--- src/rtl/stlb_pkg.sv ---
// Shared types and constants for the sorted table lower-bound unit.
// Used by stlb_engine and sorted_table_lower_bound_unit; depends on nothing.
package stlb_pkg;

    // Fixed field widths of the block's channels
    localparam int COUNT_W  = 9;
    localparam int POS_W    = 9;
    localparam int IDX_W    = 8;
    localparam int KEY_IN_W = 32;
    localparam int CFG_IDX_W = 1;
    localparam int CFG_DATA_W = 9;

    // Item mode codes
    localparam logic MODE_WRITE  = 1'b0;
    localparam logic MODE_LOOKUP = 1'b1;

    // Configuration register indexes
    localparam logic [CFG_IDX_W-1:0] REG_ENTRY_COUNT    = 1'b0;
    localparam logic [CFG_IDX_W-1:0] REG_COMPARE_SIGNED = 1'b1;

    // Search sequencer states
    typedef enum logic [1:0] {
        ST_IDLE,
        ST_PROBE,
        ST_DONE
    } t_state;

    // Lookup request from the top level to the engine
    typedef struct packed {
        logic                start;
        logic [KEY_IN_W-1:0] key;
        logic [COUNT_W-1:0]  count;
        logic                cmp_signed;
    } t_lookup;

    // Finished search result from the engine
    typedef struct packed {
        logic             valid;
        logic [POS_W-1:0] position;
        logic             exact;
    } t_result;

endpackage

--- src/rtl/stlb_engine.sv ---
// Binary search sequencer: issues one table read per cycle and narrows the range.
// Depends on stlb_pkg; drives the read port of an stlb_ram instance.
module stlb_engine #(
    parameter int TABLE_DEPTH = 256,
    parameter int KEY_WIDTH   = 32
) (
    input  logic                           i_clk,
    input  logic                           i_rst_n,
    input  stlb_pkg::t_lookup              i_req,
    input  logic                           i_res_free,
    output logic                           o_idle,
    output stlb_pkg::t_result              o_res,
    output logic                           o_rd_en,
    output logic [$clog2(TABLE_DEPTH)-1:0] o_rd_addr,
    input  logic [KEY_WIDTH-1:0]           i_rd_data
);

    localparam int AW    = $clog2(TABLE_DEPTH);
    localparam int CNT_W = $clog2(TABLE_DEPTH + 1);
    localparam logic [KEY_WIDTH-1:0] SIGN_MASK = KEY_WIDTH'(1) << (KEY_WIDTH - 1);

    stlb_pkg::t_state r_state, n_state;

    logic [CNT_W-1:0]     r_first, n_first;
    logic [CNT_W-1:0]     r_rem, n_rem;
    logic [CNT_W-1:0]     r_mid, n_mid;
    logic [KEY_WIDTH-1:0] r_key;
    logic                 r_exact;

    logic [CNT_W-1:0]     rem0;
    logic [CNT_W-1:0]     half;
    logic [KEY_WIDTH-1:0] key_in;
    logic [KEY_WIDTH-1:0] entry;
    logic                 key_le;
    logic                 key_eq;

    // Range length at start: entry_count saturated to the table depth
    always_comb begin
        if (32'(i_req.count) > 32'(TABLE_DEPTH)) begin
            rem0 = CNT_W'(TABLE_DEPTH);
        end else begin
            rem0 = CNT_W'(i_req.count);
        end
    end

    // Keys mapped so an unsigned compare gives the selected order
    assign key_in = KEY_WIDTH'(i_req.key) ^ (i_req.cmp_signed ? SIGN_MASK : '0);
    assign entry  = i_rd_data ^ (i_req.cmp_signed ? SIGN_MASK : '0);
    assign key_le = (r_key <= entry);
    assign key_eq = (r_key == entry);

    // Range update from the probed entry; next probe address follows directly
    assign half = r_rem >> 1;
    always_comb begin
        if (key_le) begin
            n_first = r_first;
            n_rem   = half;
        end else begin
            n_first = r_mid + CNT_W'(1);
            n_rem   = r_rem - half - CNT_W'(1);
        end
        n_mid = n_first + (n_rem >> 1);
    end

    // Next state
    always_comb begin
        n_state = r_state;
        case (r_state)
            stlb_pkg::ST_IDLE: begin
                if (i_req.start) begin
                    n_state = (rem0 == '0) ? stlb_pkg::ST_DONE : stlb_pkg::ST_PROBE;
                end
            end
            stlb_pkg::ST_PROBE: begin
                if (n_rem == '0) begin
                    n_state = stlb_pkg::ST_DONE;
                end
            end
            stlb_pkg::ST_DONE: begin
                if (i_res_free) begin
                    n_state = stlb_pkg::ST_IDLE;
                end
            end
            default: n_state = stlb_pkg::ST_IDLE;
        endcase
    end

    // Idle flag depends on the state register only
    assign o_idle = (r_state == stlb_pkg::ST_IDLE);

    // Outputs: read port and result
    always_comb begin
        o_rd_en      = 1'b0;
        o_rd_addr    = '0;
        o_res.valid  = 1'b0;
        o_res.position = stlb_pkg::POS_W'(r_first);
        o_res.exact  = r_exact;
        case (r_state)
            stlb_pkg::ST_IDLE: begin
                o_rd_en   = i_req.start && (rem0 != '0);
                o_rd_addr = AW'(rem0 >> 1);
            end
            stlb_pkg::ST_PROBE: begin
                o_rd_en   = (n_rem != '0);
                o_rd_addr = AW'(n_mid);
            end
            stlb_pkg::ST_DONE: begin
                o_res.valid = 1'b1;
            end
            default: begin
                o_rd_en = 1'b0;
            end
        endcase
    end

    // State register
    always_ff @(posedge i_clk) begin
        if (!i_rst_n) begin
            r_state <= stlb_pkg::ST_IDLE;
        end else begin
            r_state <= n_state;
        end
    end

    // Search datapath registers
    always_ff @(posedge i_clk) begin
        case (r_state)
            stlb_pkg::ST_IDLE: begin
                if (i_req.start) begin
                    r_first <= '0;
                    r_rem   <= rem0;
                    r_mid   <= rem0 >> 1;
                    r_key   <= key_in;
                    r_exact <= 1'b0;
                end
            end
            stlb_pkg::ST_PROBE: begin
                r_first <= n_first;
                r_rem   <= n_rem;
                r_mid   <= n_mid;
                if (key_eq) begin
                    r_exact <= 1'b1;
                end
            end
            default: begin
                r_first <= r_first;
            end
        endcase
    end

endmodule

--- config.mk ---
export PLATFORM = sky130hd
export DESIGN_NAME = stlb_engine
export DESIGN_NICKNAME = d
export VERILOG_FILES = /design/src/rtl/stlb_pkg.sv /design/src/rtl/stlb_engine.sv
export SDC_FILE = /design/constraint.sdc
export NUM_CORES = 1
export LEC_CHECK = 0
export BUFFER_PORTS_ARGS = -buffer_cell sky130_fd_sc_hd__buf_2
export CORE_MARGIN = 5
export CORE_UTILIZATION = 53
export CTS_BUF_LIST = sky130_fd_sc_hd__clkbuf_8 sky130_fd_sc_hd__clkbuf_16
export CTS_CLUSTER_DIAMETER = 120
export DETAILED_ROUTE_END_ITERATION = 8
export PLACE_DENSITY_LB_ADDON = 0.1
export SYNTH_ARGS = -nofsm -noshare
export SYNTH_HDL_FRONTEND = slang
export SYNTH_SLANG_ARGS = --single-unit
export TNS_END_PERCENT = 20
--- constraint.sdc ---
create_clock -name i_clk -period 7.5 [get_ports i_clk]
set_input_delay 0.375 -clock i_clk [delete_from_list [all_inputs] [get_ports i_clk]]
set_output_delay 0.375 -clock i_clk [all_outputs]
set_load 0.03 [all_outputs]
## Word level (Yosys, flattened, before mapping)

Cells that the tools add are included.

- Output and inout port bits: 21
- Register bits: 62
- Word-level logic and storage cells: 53
- Input bits: 78

- Multiplexer cells: 21
- Equality and inequality tests: 7
- $add $sub $neg: 4
- Bitwise gates (word level): 2
- Reduce and logical (&&, ||, !) cells: 11
- Magnitude comparators: 2

Operator list:

| cell | count |
|---|---|
| $xor A32 B32 Y32 | 2 |
| $mux W9 | 6 |
| $pmux W9 S2 | 3 |
| $eq A32 B32 Y1 | 1 |
| $le A32 B32 Y1 | 1 |
| $mux W32 | 1 |
| $logic_not A9 Y1 | 2 |
| $reduce_bool A9 Y1 | 2 |
| $pmux W8 S2 | 1 |
| $add A9 B1 Y9 const B | 1 |
| $add A9 B8 Y9 | 1 |
| $gt A9 B9 Y1 const B | 1 |
| $sub A9 B1 Y9 const B | 1 |
| $sub A9 B8 Y9 | 1 |
| $mux W2 | 4 |
| $ne A2 B2 Y1 const B | 4 |
| $pmux W2 S3 | 1 |
| $reduce_and A3 Y1 | 2 |
| $pmux W1 S2 | 2 |
| $reduce_and A2 Y1 | 2 |
| $mux W1 | 3 |
| $eq A2 B1 Y1 const B | 1 |
| $eq A2 B2 Y1 const B | 1 |
| $logic_not A2 Y1 | 1 |
| other kinds (2) | 2 |

## Longest topological paths before layout

- Depth after elaboration: 7
- Mapped depth: 21
- Gate-level depth less buffers: 19

## Worst setup path after synthesis

Ideal clock, no wire load.

- Path type: input port to output port
- From: input port i_rd_data[1]
- To: output port o_rd_addr[7]
- Arrival: 4.356 ns
- Path buffers: 2
- Data required time: 7.125 ns
- Slack: 2.769 ns
- Cell stages on the path: 19
- Path through: inv_1 ha_1 nor2b_1 o211ai_1 a2111oi_1 or4b_4 a21o_1 buf_6 buf_12 mux2i_1 inv_1 ha_1 a21o_1 a21oi_1 o21ai_0 a211o_1 a31oi_1 xor2_1 o21ai_0

- Cells in the longest elaborated chain, start to end: 5
- Elaborated cells between the ends (all ways): 6
- Those cells by class: add/sub (1); order compare (1); mux (3); bitwise (1)

Ends and longest elaborated chain:

| what | line | text |
|---|---|---|
| start, declared | stlb_engine.sv:15 | `input logic [KEY_WIDTH-1:0] i_rd_data` |
| $xor A32 B32 Y32 * | stlb_engine.sv:48 | `assign entry = i_rd_data ^ (i_req.cmp_signed ? SIGN_MASK : '0);` |
| $le A32 B32 Y1 * | stlb_engine.sv:49 | `assign key_le = (r_key <= entry);` |
| $mux W9 | stlb_engine.sv:55 | `if (key_le) begin` |
| $add A9 B8 Y9 * | stlb_engine.sv:62 | `n_mid = n_first + (n_rem >> 1);` |
| $pmux W8 S2 * | stlb_engine.sv:98 | `case (r_state)` |
| end, declared | stlb_engine.sv:14 | `output logic [$clog2(TABLE_DEPTH)-1:0] o_rd_addr,` |

Mark *: on every way between the ends. The rest lies on a longest branch, timed or not.

## Final worst setup path

- From: register r_key[14]
- To: output port o_rd_addr[7]

- Cells in the longest elaborated chain, start to end: 4
- Elaborated cells between the ends (all ways): 5
- Those cells by class: add/sub (1); order compare (1); mux (3)

Ends and longest elaborated chain:

| what | line | text |
|---|---|---|
| start, declared | stlb_engine.sv:27 | `logic [KEY_WIDTH-1:0] r_key;` |
| start signal, assigned | stlb_engine.sv:133 | `r_key <= key_in;` |
| $le A32 B32 Y1 * | stlb_engine.sv:49 |  |
| $mux W9 | stlb_engine.sv:55 |  |
| $add A9 B8 Y9 * | stlb_engine.sv:62 |  |
| $pmux W8 S2 * | stlb_engine.sv:98 |  |

Marks and branches as above.

==> results_dict.tcl <==
set metrics [dict create \
    p_clk_share_pct 22.5 \
    vias 3316 \
    p_comb_share_pct 44.9 \
    worstHoldPathType "in2reg" \
    hold_end "r_key[19]$_DFFE_PP_" \
    first_global_vias 3451 \
    power.total_mw 1.48 \
    peakVddDrop_uv 128 \
    ys_warn_count 0 \
    clk_latency_ns 0.34 \
    p_int_mw 0.919 \
    top_layer_used "met4" \
    finalNetCount 628 \
    status "finished, final reports clean" \
    cts.sinks 62 \
    wl_met2_mm 4.71 \
    diodes 0 \
    critPathBufInv 2 \
    critical_path.top_delay_family "compound AO/OA/AOI/OAI gates" \
    synthToLayoutAreaGrowth_pct 18.4 \
    grt_max_degree 34 \
    rows 32 \
    finalWirelength_mm 9.83 \
    p_switching_mw 0.563 \
    slew_headroom_pct 37.8 \
    setup_viol 0 \
    ys_seq_area_share_pct 42.9 \
    initial_core_util_pct 54.9 \
    reg2reg_to "r_mid[8]$_SDFFCE_PN0P_" \
    rsz0062_at_grt "false" \
    drt_first_pass_iters 4 \
    first_iter_violations 175 \
    min_period_ns 5.51 \
    async_flop_share_pct 0 \
    clkTransAtPathRegs_ns 0.08 \
    cp-start-kind "flip-flop" \
    grt_pass1_wl_mm 16.1 \
    crit_path_max_fanout 17 \
    drc 0 \
    wl_met1_mm 4.36 \
    syn-num-nets 528 \
    io_pins 99 \
    p_leak_nw 2.40 \
    h-tree-depth 3 \
    crit_chain "ha_1 > nand4_1 > nor4_1 > and2_2 > o22ai_2 > a21o_1 > mux2i_1 > inv_1 > ha_1 > a21o_1 > a21oi_1 > o21ai_0 > a211o_1 > a31oi_1 > xor2_1 > o21ai_0 > buf_2" \
    fp.dieH_um 100 \
    clock_path_buffers 2 \
    drv_cap 0 \
    finClkSkew_ns 0.00907 \
    die_x_um 100 \
    cts_setup_buffers 0 \
    tns_ns 0 \
    die_area_mm2 0.00999 \
    hp-start "i_req[29]" \
    slowest_stage "nor4_1" \
    core_area_mm2 0.00781 \
    finalCritPeriodShare_pct 73.4 \
    drv_slew 0 \
    cts_hold_buffers 0 \
    fillers 653 \
    wl_per_cell_um 16.2 \
    ff_latch_area_mm2 0.00184 \
    multi_input_area_mm2 0.00220 \
    cpPeakStageDelay_ns 0.61 \
    synthesis.instances 399 \
    syn_area_per_cell_um2 10.7 \
    r2r_cells 17 \
    globalRoute.totalOverflow 0 \
    hold_viol_final 0 \
    power.density_mw_per_mm2 292 \
    syn_area_mm2 0.00429 \
    reg2reg_from "r_key[14]$_DFFE_PP_" \
    synth_cell_type_count 57 \
    grt_use_total_pct 20.3 \
    place.gp.congestion 0.872 \
    min_delay_path_depth 1 \
    cts_inserted_buffers 9 \
    antenna_left 0 \
    endpoint_kind "primary output" \
    port-buffer-count 98 \
    cts_tree "yes" \
    max_clock_freq_mhz 182 \
    cp.required_ns 7.12 \
    cp.arrival_ns 5.13 \
    drive_gt1_share_pct 28.0 \
    critical_path_class "reg2out" \
    dr_wl_met3_um 659 \
    antenna_found_initial 0 \
    ys_seq_elements 62 \
    tightest_slew_ns 0.929 \
    cts-resized-gates 0 \
    synth_edf_count 60 \
    regToRegSetupSlack_ns 2.61 \
    dp_hpwl_mm 7.77 \
    swShare_pct 38.0 \
    cts_root_buf "clkbuf_8" \
    via_per_inst 5.47 \
    synth_ff_type "edfxtp_1" \
    holdWs_ns 0.200 \
    seqPwrFrac_pct 32.6 \
]
==> layer usage <==
metal | up-vias | GRT usage, %
met1 | 1531 | 26.9
met2 | 104 | 33.7
met5 | - | 0
li1 | 1672 | -
met4 | 0 | 6.51
met3 | 9 | 3.47
==> flip-flops by register name (all words and copies together) (netlist names) <==
| register | count |
|---|---|
| r_first | 9 |
| r_mid | 9 |
| r_exact | 1 |
| r_state | 2 |
| r_rem | 9 |
| r_key | 32 |
==> cell usage after synthesis (2+ instances only) <==
master | instances | area, µm²
ha_1 | 49 | 613
xnor2_1 | 14 | 123
a211o_1 | 2 | 17.5
fa_1 | 2 | 40.0
o21ai_0 | 15 | 75.1
xor2_1 | 6 | 52.6
nor3b_1 | 5 | 37.5
edfxtp_1 | 60 | 1800
nand2b_1 | 3 | 18.8
and2_4 | 5 | 43.8
a21oi_1 | 23 | 115
dfxtp_1 | 2 | 40.0
nor3_1 | 6 | 30.0
mux2_4 | 11 | 165
a31oi_1 | 3 | 18.8
a22o_1 | 12 | 105
nor2b_1 | 5 | 31.3
nand2_1 | 22 | 82.6
nor2_1 | 20 | 75.1
nand4_1 | 9 | 56.3
clkbuf_1 | 8 | 30.0
mux2i_1 | 3 | 30.0
nor4_1 | 6 | 37.5
o211a_1 | 2 | 20.0
a211oi_1 | 9 | 67.6
nand3_1 | 10 | 50.1
a21o_1 | 8 | 60.1
a221oi_1 | 2 | 17.5
inv_1 | 49 | 184
==> cells in the final DEF, fill, tap and decap left out, types with 5 or more instances in the layout <==
master | Yosys | layout
buf_2 | 0 | 98
a22o_1 | 12 | 12
nand2_1 | 22 | 22
nor2b_1 | 5 | 5
a211oi_1 | 9 | 9
and2_4 | 5 | 5
xnor2_1 | 14 | 14
nand4_1 | 9 | 9
xor2_1 | 6 | 6
edfxtp_1 | 60 | 60
ha_1 | 49 | 49
inv_1 | 49 | 49
o21ai_0 | 15 | 15
nor2_1 | 20 | 19
mux2_4 | 11 | 11
a21oi_1 | 23 | 23
nor3_1 | 6 | 6
clkbuf_8 | 0 | 9
nor3b_1 | 5 | 5
nor4_1 | 6 | 6
nand3_1 | 10 | 10
a21o_1 | 8 | 8
==> metrics by stage <==
step / worst slack [ns] / util (%) / cells / instance area (µm²)
after global placement: 2.48 / 62.2 / 590 / 4860
after detailed placement: 2.26 / 62.2 / 590 / 4860
final: 1.99 / 65.0 / 606 / 5080
after CTS: 2.06 / 65.0 / 606 / 5080
after floorplan: 2.77 / - / 399 / 4290
after global routing: 1.73 / 65.0 / 606 / 5080
==> power by group through the flow <==
stage	combinational (mW)	sequential, mW	clock, mW
2_1_floorplan	0.491	0.492	0
3_3_place_gp	0.644	0.489	0
3_5_place_dp	0.655	0.490	0
4_1_cts	0.662	0.482	0.338
5_1_grt	0.728	0.488	0.358
6_report	0.666	0.482	0.333
==> area by class of cell <==
type	instances	area share, %
repair buffers	100	9.95
flip-flops and latches	62	36.3
clock buffers	9	2.44
well taps	102	2.51
inverters	49	3.62
clock inverters	7	1.95
multi-input cells	277	43.3
==> kinds of logic (layout without fill, tap and decap cells) <==
logic type               after synthesis  after routing  synth area share [%]
flip-flops                            62             62                  42.9
multiplexers                          15             15                  4.81
buffers and inverters                 60            165                  5.89
AO/OA/AOI/OAI                         90             90                  14.4
XOR/XNOR                              20             20                  4.08
AND/OR/NAND/NOR                      101            101                  12.6
adder cells (fa/ha/maj)               51             51                  15.2
==> worst max path at each step <==
stage / from / endpoint / slack, ns / cells after the start
floorplan: i_rd_data[1] / o_rd_addr[7] / 2.77 / 19
finish: r_key[14]$_DFFE_PP_ / o_rd_addr[7] / 1.99 / 17
CTS: r_key[14]$_DFFE_PP_ / o_rd_addr[7] / 2.06 / 17
global placement: i_req[0] / o_rd_addr[7] / 2.48 / 18
global route: r_key[29]$_DFFE_PP_ / o_rd_addr[6] / 1.73 / 18
detailed placement: i_req[0] / o_rd_addr[7] / 2.26 / 18
Power figures use the tool's default switching activity.
